`config.mk`:
```
export PLATFORM = sky130hd
export DESIGN_NAME = alte_cell
export DESIGN_NICKNAME = d
export VERILOG_FILES = /design/src/sv/alte_pkg.sv /design/src/sv/alte_cell.sv
export SDC_FILE = /design/constraint.sdc
export NUM_CORES = 1
export LEC_CHECK = 0
export BUFFER_PORTS_ARGS = -buffer_cell sky130_fd_sc_hd__buf_2
export CAP_MARGIN = 20
export CORE_UTILIZATION = 41
export DETAILED_ROUTE_END_ITERATION = 7
export PLACE_DENSITY = 0.8
export SLEW_MARGIN = 0
export SYNTH_ARGS = -nofsm -noshare
export SYNTH_HDL_FRONTEND = slang
export SYNTH_SLANG_ARGS = --single-unit
export TNS_END_PERCENT = 20
```
`constraint.sdc`:
```
create_clock -name clk -period 2.35 [get_ports clk]
set_clock_uncertainty 0.2 [all_clocks]
set_input_delay 0.5875 -clock clk [delete_from_list [all_inputs] [get_ports clk]]
set_output_delay 0.5875 -clock clk [all_outputs]
set_load 0.05 [all_outputs]
```
`src/sv/alte_pkg.sv`:
```
// ----------------------------------------------------------------------------
// alte_pkg: shared types for the array list table engine
// Holds the request codes, the result codes, the per-cell shift command and
// the probe word that travels down the row of cells.
// ----------------------------------------------------------------------------
package alte_pkg;

	localparam int SLOT_W = 6;
	localparam int POS_W  = 7;
	localparam int OUT_W  = 32;

	typedef enum logic [2:0] {
		K_CLEAR  = 3'd0,
		K_INSERT = 3'd1,
		K_DELETE = 3'd2,
		K_LOCATE = 3'd3,
		K_READ   = 3'd4
	} kind_t;

	typedef enum logic [1:0] {
		ST_OK        = 2'd0,
		ST_FULL      = 2'd1,
		ST_BAD_POS   = 2'd2,
		ST_NOT_FOUND = 2'd3
	} status_t;

	// Broadcast to every cell in the cycle an insert or delete is taken
	typedef struct packed {
		logic              ins;
		logic              del;
		logic [SLOT_W-1:0] slot;
	} cmd_t;

	// Probe body; its valid bit travels beside it
	typedef struct packed {
		logic              is_read;
		logic [SLOT_W-1:0] slot;
		logic              hit;
		logic [POS_W-1:0]  pos;
	} probe_t;

endpackage

```
`src/sv/alte_cell.sv`:
```
// ----------------------------------------------------------------------------
// alte_cell: one position of the list
// Holds one entry, shifts it with its neighbors on insert and delete, and
// passes the search/read probe on to the next cell each cycle.
// ----------------------------------------------------------------------------
module alte_cell #(
	parameter int IDX = 0,
	parameter int DW  = 32,
	parameter int CW  = 7
) (
	input  logic                 clk,
	input  logic                 arst_n,
	input  alte_pkg::cmd_t       cmd,
	input  logic [DW-1:0]        ins_word,
	input  logic [DW-1:0]        left,
	input  logic [DW-1:0]        right,
	input  logic [CW-1:0]        count,
	input  logic                 pv_in,
	input  alte_pkg::probe_t     pb_in,
	input  logic [DW-1:0]        pw_in,
	output logic                 pv_out,
	output alte_pkg::probe_t     pb_out,
	output logic [DW-1:0]        pw_out,
	output logic [DW-1:0]        entry
);
	import alte_pkg::*;

	logic [DW-1:0] entry_q;
	logic          pv_q;
	probe_t        pb_q;
	logic [DW-1:0] pw_q;
	probe_t        pb_d;
	logic [DW-1:0] pw_d;
	logic [31:0]   slot_x;
	logic          live;

	assign slot_x = 32'(cmd.slot);
	assign live   = IDX < 32'(count);

	always_ff @(posedge clk) begin
		if (cmd.ins) begin
			if (slot_x == IDX) begin
				entry_q <= ins_word;
			end else if (IDX > slot_x) begin
				entry_q <= left;
			end
		end else if (cmd.del && IDX >= slot_x) begin
			entry_q <= right;
		end
	end

	// Mark the first hit; later cells leave a marked probe alone
	always_comb begin
		pb_d = pb_in;
		pw_d = pw_in;
		if (pv_in && !pb_in.hit) begin
			if (pb_in.is_read) begin
				if (32'(pb_in.slot) == IDX) begin
					pb_d.hit = 1'b1;
					pw_d     = entry_q;
				end
			end else if (live && entry_q == pw_in) begin
				pb_d.hit = 1'b1;
				pb_d.pos = POS_W'(IDX);
			end
		end
	end

	always_ff @(posedge clk or negedge arst_n) begin
		if (!arst_n) begin
			pv_q <= 1'b0;
		end else begin
			pv_q <= pv_in;
		end
	end

	always_ff @(posedge clk) begin
		pb_q <= pb_d;
		pw_q <= pw_d;
	end

	assign pv_out = pv_q;
	assign pb_out = pb_q;
	assign pw_out = pw_q;
	assign entry  = entry_q;

endmodule

```
# Word-level counts from Yosys, hierarchy flattened
# Index checks and enable logic that the tools add are counted.
dict set report totals {
  register_bits 80
  latch_bits 0
  ramBits 0
  mem_bits_ro 0
  word_cells 32
  n_memories 0
}
dict set report classes {
  n_addsub 0
  n_mul 0
  n_div 0
  n_lt_le_gt_ge 3
  eq_ne 2
  n_shift 0
  muxes 12
  bitwise_logic 0
  reduce_logical 8
}
# operator count
set op_table {}
lappend op_table {{$mux W32} 7}
lappend op_table {{$eq A32 B32 Y1} 1}
lappend op_table {{$logic_not A32 Y1} 1}
lappend op_table {{$mux W8} 2}
lappend op_table {{$lt A1 B7 Y1 const A} 1}
lappend op_table {{$mux W7} 1}
lappend op_table {{$ge A1 B6 Y1 const A} 1}
lappend op_table {{$gt A1 B6 Y1 const A} 1}
lappend op_table {{$logic_not A6 Y1} 1}
lappend op_table {{$logic_and A1 B1 Y1} 3}
lappend op_table {{$ne A3 B1 Y1 const B} 1}
lappend op_table {{$mux W1} 2}
lappend op_table {{$reduce_and A2 Y1} 1}
lappend op_table {{$reduce_bool A2 Y1} 1}
lappend op_table {{$logic_not A1 Y1} 1}

# Logic depth before layout (Yosys ltp)
# Gate-level depths: netlist of run 1.
dict set report logic_depth {
  depth_word 5
  depth_mapped 5
  depth_no_buf 5
}

# Least setup slack after synthesis of run 1
# No wires, ideal clock.
dict set report synth_timing {
  kind {in2reg}
  startpoint {input cmd[1] (netlist name)}
  endpoint {register entry_q[0], in the netlist entry[0] (enable)}
  setup_ns 0.421
  t_arrival_ns 2.650
  setup_slack_ns -0.921
  cell_stages 4
  path_cell_list {nor4_1 -> nand2_1 -> buf_2 -> nor2_1}
}
dict set report synth_between {
  elab_chain_len 4
  word_cells_on_any_way 7
}
# item line_no
set synth_rtl {}
lappend synth_rtl {{from (decl)} alte_cell.sv:13} ;# input alte_pkg::cmd_t cmd,
lappend synth_rtl {{$ge A1 B6 Y1} alte_cell.sv:47} ;# end else if (cmd.del && IDX >= slot_x) begin
lappend synth_rtl {{$logic_and A1 B1 Y1} alte_cell.sv:47}
lappend synth_rtl {{$reduce_bool A2 Y1 (no line)} -}
lappend synth_rtl {{$reduce_and A2 Y1 (no line) (*)} -}
lappend synth_rtl {{to (signal assigned)} alte_cell.sv:43} ;# entry_q <= ins_word;
lappend synth_rtl {{to (signal assigned)} alte_cell.sv:45} ;# entry_q <= left;
lappend synth_rtl {{to (signal assigned)} alte_cell.sv:48} ;# entry_q <= right;
lappend synth_rtl {{to (decl)} alte_cell.sv:28} ;# logic [DW-1:0] entry_q;
# Mark *: on every way between the ends. The rest lies on a longest branch, timed or not.
# A chain may end at the register's enable or synchronous reset.

==> flow_results.org, run 1 <==
** GRT
- The via count of the first global-routing pass is 2946.
- Initial antenna violation count :: 0
- First-pass GRT wire length :: 13930 um
- Global routing used 21.52% of the available tracks.
- Summed over all layers, the global routing overflow is 0.
- Largest net degree at the start of global routing :: 43

** Clock tree
- Clk Tree Root Cell :: clkbuf_8
- Buffers added to address setup during post-CTS repair amount to 0.
- CTS built an H-tree with a depth of 3.
- Counting the buffers created by CTS gives 9.
- The clock reaches the later pin of the worst-skew pair after 340 ps.
- Reg clk slew, reported paths :: 80 ps
- CTS saw 80 sinks.
- TritonCTS built the clock tree.
- Counting along the longest clock path gives a buffer depth of 2.

** Worst setup path
- Data on the critical path is required at its endpoint by 2390 ps.
- On the critical path, the stage with the largest delay is an instance of nor4_1.
- On the worst path, the slowest cell contributes a delay of 470 ps.
- RR Endpoint :: pb_out[5]
- The worst setup path is of the reg -> reg kind.
- The signal on the critical path passes through xor2_1 -> nor4_1 -> nand4_1 -> nor4_2 -> buf_4 -> and2b_2.
- STA classifies the critical path startpoint as a flop.
- Data arrives at the worst endpoint at 2260 ps.
- The setup check on the worst reg-to-reg path leaves a slack of 120 ps.
- Count of buffering cells on the critical path with inverters included :: 1
- Crit Reg-Reg Startpoint :: entry[20]
- In this run the worst path has a maximum fanout of 7.
- Number of cells on the worst reg-to-reg path :: 6
- Cell family contributing the most delay on the critical path :: simple AND/OR/NAND/NOR gates
- The worst setup path is captured at a flop.

** Routing
- Starting DRC count in detailed routing :: 65
- After detailed routing, the number of remaining DRC violations is 0.
- 1st-pass router iterations :: 4
- Dividing the detail-routed wire length by the instance count gives 14.80 um.
- The detail route stage leaves a number of antenna-violating nets equal to 0.
- The routed layout has 3048 vias.
- Dividing the detail-routed via count by the number of cells gives 4.740.
- The routed design has 9515 um of wire.

** Cells and area
- Number of antenna cells inserted :: 0
- After routing the design area is 5084 um^2.
- Total number of nets in the final design :: 694
- Layout cells sized above 1 :: 57.43%
- Relative to the synthesized area, the layout overhead comes to 48.12%.

** Power and ir drop
- The worst-case IR drop observed on VDD is 262.8 uV.
- Leakage power :: 2.591 nW
- Pwr Density :: 606.0 nW/um^2
- Post-route total power :: 3.081 mW

** Worst hold path
- In this run the most critical hold path is launched from pb_in[13].
- Endpoint, Worst Hold :: pb_out[13]
- The worst hold path belongs to the class in -> reg.
- Hold depth :: 1

** Logic synthesis
- In the post-synthesis netlist, the biggest area contributors are edfxtp_1 28%, dfxtp_1 27%, mux2_2 10%.
- Syn Std Cell Area :: 3432 um^2
- In the synthesized netlist, the number of instances is 283.
- Dividing the synthesized area by the synthesized cell count gives 12.13 um^2.
- Library cell with the highest instance count after synthesis :: dfxtp_1
- After synthesis, the netlist uses 23 different library cells.
- Synthesis inferred 80 register bits.
- Sequential share of the synthesized area :: 56.14%
- The number of nets handed over by synthesis was 444.
- Of all flip-flops after synthesis, the portion carrying an async set or reset was 1.250%.
- The commonest cells after synthesis are 47 x dfxtp_1, 35 x nor2_1.
- Most used DFF post-synth :: dfxtp_1
- edfxtp_1 takes more of the synthesized area than any other cell.
- Number of synthesized flops with an enable pin :: 32
- Yosys warnings :: 0
- Of the post-synthesis cell area, the dominant cell type holds 28.00%.

** Timing
- Crit path time final :: 2225 ps
- Of the available clock period, the critical path in the final layout requires 94.70%.
- Final setup violating endpoints :: 0
- Aggregate negative setup slack :: 0 ps
- The final-report max-slew violation count is 0.
- Fmax :: 0.4493 GHz
- The count of final hold-check violations came to 0.
- The worst path meets setup with 124.5 ps of slack.
- In this run the tightest slew margin relative to its limit is 68.16%.
- Unrepaired setup endpoints after global routing :: no
- At the pin with the least slew margin, the transition time is 473.3 ps.

** Run
- Number of maximum-capacitance constraint violations :: 0

** Floorplanning
- The die covers 8740 um^2.
- I/O pin count :: 241
- Floorplan row count :: 33
- Width of the die :: 93.49 um
- Initial Util :: 41.98%
- The core region is 8175 um^2.
- In this run the vertical extent of the chip is 93.49 um.

** Placed design
- Routability-driven placement finished with a final weighted congestion of 0.8314.
- Before CTS, the worst setup slack after placement is -132.2 ps.
- Summing all placed instances gives a cell area of 4855 um^2.
- Final HPWL DP :: 7694 um
- During placement, the flow inserted port buffers numbering 240.

** Run status
- The flow ran to the end, and the final reports show no timing, DRC or antenna violations.
## power breakdown
group,switching [mW],internal [mW],total [mW]
Combinational,0.321,0.208,0.529
Sequential,0.0148,1.50,1.51
Clock,0.499,0.543,1.04
## final cells by class
class                           instances  area [um^2]
Clock buffer                           13        191.4
Clock inverter                          3        21.27
Fill cell                             678         3092
Multi-Input combinational cell        190         1469
Sequential cell                        80         1927
Tap cell                              105        131.4
Timing Repair Buffer                  252         1344
## timing repair
item / in CTS / in global routing
hold endpoints to repair: 1 / 0
endpoints found under the setup margin: 0 / 7
hold buffers: 1 / 0
resized for setup: 0 / 1
## sequential cells by signal, indices dropped and copies added, names as in the netlist
name and cells:
pw_out 32, pb_out 15, pv_out 1, entry 32
## logic make-up after synthesis
| family | count (synthesis) | share of synthesized area (%) |
|---|---|---|
| AO/OA/AOI/OAI | 33 | 4.922 |
| AND/OR/NAND/NOR | 61 | 9.406 |
| XOR/XNOR | 32 | 8.166 |
| buffers and inverters | 13 | 1.531 |
| flip-flops | 80 | 56.14 |
| multiplexers | 64 | 19.83 |
## worst max-delay path by stage
stage	start	endpoint	slack, ps	depth (start not counted)
3_3_place_gp	pw_in[17]	pb_out[3]	-140	7
5_1_grt	entry[20]	pb_out[4]	10	6
2_1_floorplan	cmd[1]	entry[0]	10	4
3_5_place_dp	pw_in[17]	pb_out[5]	-130	7
4_1_cts	entry[17]	pb_out[1]	50	6
6_report	entry[20]	pb_out[5]	120	6
## placed cells by master (no fill, tap or decap), types with 2 or more instances in the layout
cell	netlist	layout
buf_12	0	4
mux2_2	32	32
a21oi_1	32	32
clkbuf_16	0	2
nor4b_1	2	2
edfxtp_1	32	32
xor2_1	28	28
mux2i_1	32	32
nor3_1	2	2
nor2_1	35	34
buf_4	0	7
clkbuf_8	0	10
and2b_2	7	7
nor4_1	7	6
buf_2	3	240
dfxtp_1	47	47
xnor2_1	4	4
nor4_2	1	2
nand4_1	2	2
## metrics by stage
stage,hold WS (ps),utilization [%],std cells
global route,142.1,62.18,643
finish,168.0,62.18,643
CTS,151.4,62.11,643
floorplan,91.91,-,283
detailed placement,175.1,59.38,626
global placement,172.2,59.38,626
## routing by layer
metal	GRT usage [%]	routed length, um
met3	4.959	702
met1	22.31	3555
met2	41.67	5131
met4	7.821	126
met5	0	0
Note: power is estimated with default switching activity, not from simulation.
==> inputs of run 2 (changes only) <==
CORE_ASPECT_RATIO = 1.75   (was default)
CORE_MARGIN = 3   (was default)
==> run 2 against run 1 <==
  * Via count is 2.0% higher
  * Power is 9.4% higher
  * Clock power is 27% higher
  * Global-route usage increased by 0.096 points
  * Non-clock buffer count increased by 2
  * Critical path depth increased by 1
  * Worst hold slack about the same
  * Combinational power up 0.8%
==> flow_results.org, run 2 (synthesis gave the netlist of run 1 again) <==
** Floorplanning
- The core footprint came to 8016 um^2 (-1.9%).
- The total die area came to 9548 um^2 (+9.2%).
- I/O pin count :: 241 (unchanged)
- The initial standard-cell utilization of the core is 42.81% (+0.83 points).
- The row count is 43 (+30%).
- Width of the die :: 75.16 um (-20%)
- Die span in y :: 127.0 um (+36%)

** Worst setup path
- The required time of the critical path was 2380 ps (about the same).
- The worst setup path is launched from a flop.
- Category of the most critical setup path :: reg -> reg
- The worst endpoint data arrival time is 2260 ps (about the same).
- The maximum fanout count along the critical path came to 8 (+1).
- Setup crit end kind :: flop

** Timing
- The portion of the clock cycle consumed by the worst path in the final layout came to 95.04% (+0.34 points).
- The worst setup margin was 116.5 ps (-7.979 ps).
- Setup repair after global routing left no endpoint under its margin.
- The post-route minimum period came to 2233 ps (+7.979 ps).
- Max-slew violations :: 0 (unchanged)
- Worst slew margin relative to its limit :: 70.95% (+2.8 points)
- The slew of the pin with the lowest slew margin is 429.7 ps (-43.53 ps).
- The number of endpoints failing setup at the final stage was 0 (unchanged).
- Final hold violation count :: 0 (unchanged)
- Fmax :: 0.4477 GHz (-0.36%)

** Placed design
- Placed instance count :: 613 (-2.1%)
- The worst setup slack after placement is -196.8 ps (-64.58 ps).
- IO buf count :: 240 (unchanged)
- GP Congestion :: 0.9000 (+8.3%)
- The half-perimeter wire length after detailed placement is 8586 um (+12%).

** Run
- Number of maximum-capacitance constraint violations :: 0 (unchanged)

** Clock tree
- Clock latency of the later-clocked register in the worst-skew pair :: 330 ps (about the same)
- TritonCTS built the clock tree.
- The number of clock sinks seen by CTS was 80 (unchanged).
- Number of clock buffers inserted by TritonCTS :: 9 (unchanged)
- The H-tree level count is 3 (unchanged).
- Reg clk slew, reported paths :: 70 ps (about the same)
- The root buffer cell chosen for the clock tree is clkbuf_16.
- Maximum count of clock buffers along a single path :: 2 (unchanged)

** Routing
- The first-pass iteration count of the detailed router is 4 (unchanged).
- The overall via count from detail_route was 3110 (+2.0%).
- The routed length per instance is 16.51 um (+12%).
- The number of DRC violations after detailed routing is 0 (unchanged).
- The DRC violation total after the first TritonRoute iteration came to 66 (+1.5%).
- Via-per-instance ratio :: 4.929 (+4.0%)
- Wire length after detailed routing :: 10420 um (+9.5%)
- Number of antenna-violating nets in the routed design :: 0 (unchanged)

** Run status
- Run status :: finished clean

** Cells and area
- The final instance count without filler cells came to 631 (-1.9%).
- Layout cells sized above 1 :: 57.78% (+0.34 points)
- Most frequent cells in the layout :: 240 x buf_2, 47 x dfxtp_1, 34 x nor2_1
- Total number of nets in the final design :: 696 (+0.29%)
- Syn-to-layout area delta :: 49.47%
- Most common library cell in the layout ignoring fill and taps :: buf_2

** GRT
- The leftover overflow at the end of global routing is 0 (unchanged).
- GRT Util Overall :: 21.62% (+0.096 points)
- The global-route wire length before repair is 15240 um (+9.4%).
- Initial antenna violation count :: 2 (+2)
- The via count of the first global-routing pass is 3195 (+8.5%).
- The maximum number of pins on one net before global-route repair came to 28 (-35%).

** Power and ir drop
- The static leakage power is 2.623 nW (+1.2%).
- The power per cell area was 656.8 nW/um^2 (+8.4%).
- The peak ir drop on the vdd network was 386.2 uV (+47%).

** Worst hold path
- In this run the worst hold path is classified as in -> reg.
-- run 2: worst paths after layout --
path	endpoint	startpoint	slack, ps	cells after the start
max	pb_out[5]	entry[31]	120	7
min	pb_out[8]	pb_in[8]	170	1
max reg2reg	pb_out[5]	entry[31]	120	7
min reg2reg	pw_out[14]	entry[14]	350	1
max in group asynchronous	pv_out	arst_n	1500	2
min in group asynchronous	pv_out	arst_n	370	2
-- run 2: report_power, final --
group	switching (mW)	internal (mW)
registers	0.0153	1.50
logic	0.326	0.208
clock network	0.588	0.736
-- run 2: routing by layer --
metal / track usage, % / wire length (um)
met1: 20.86 / 3486
met2: 38.80 / 5676
met3: 6.850 / 745
met4: 11.84 / 495
met5: 0 / 12
-- run 2: critical path, cell delays in order (launching register included) --
cell,delay [ps]
edfxtp_1,450
xor2_1,180
nor4_2,440
buf_4,180
nand3_1,70
nor4_2,220
buf_4,180
and2b_2,210
-- run 2: what timing repair did --
| action | in CTS | in global routing |
|---|---|---|
| endpoints found under the hold margin | 1 | 0 |
| hold buffers | 1 | 0 |
| resized for setup | 0 | 1 |
| endpoints found under the setup margin | 0 | 7 |
| setup buffers | 0 | 0 |
-- run 2: layout make-up --
cell class / instances / area (um^2)
clock inverter: 7 / 60.06
clock buffer: 9 / 225.2
multi-input combinational: 190 / 1469
tap: 90 / 112.6
sequential: 80 / 1927
timing repair buffer: 254 / 1334
antenna: 1 / 2.502
fill: 659 / 2887
-- run 2: through the flow --
stage | hold slack (ps) | instance area [um^2] | util, % | total power, mW | TNS (ps)
floorplan | 91.91 | 3443 | - | 1.844 | 0
global placement | 161.6 | 4826 | 60.20 | 2.062 | -1415
detailed placement | 164.3 | 4826 | 60.20 | 2.076 | -1438
CTS | 153.7 | 5121 | 63.88 | 3.405 | 0
global route | 146.6 | 5130 | 63.99 | 3.513 | 0
finish | 168.4 | 5130 | 63.99 | 3.369 | 0
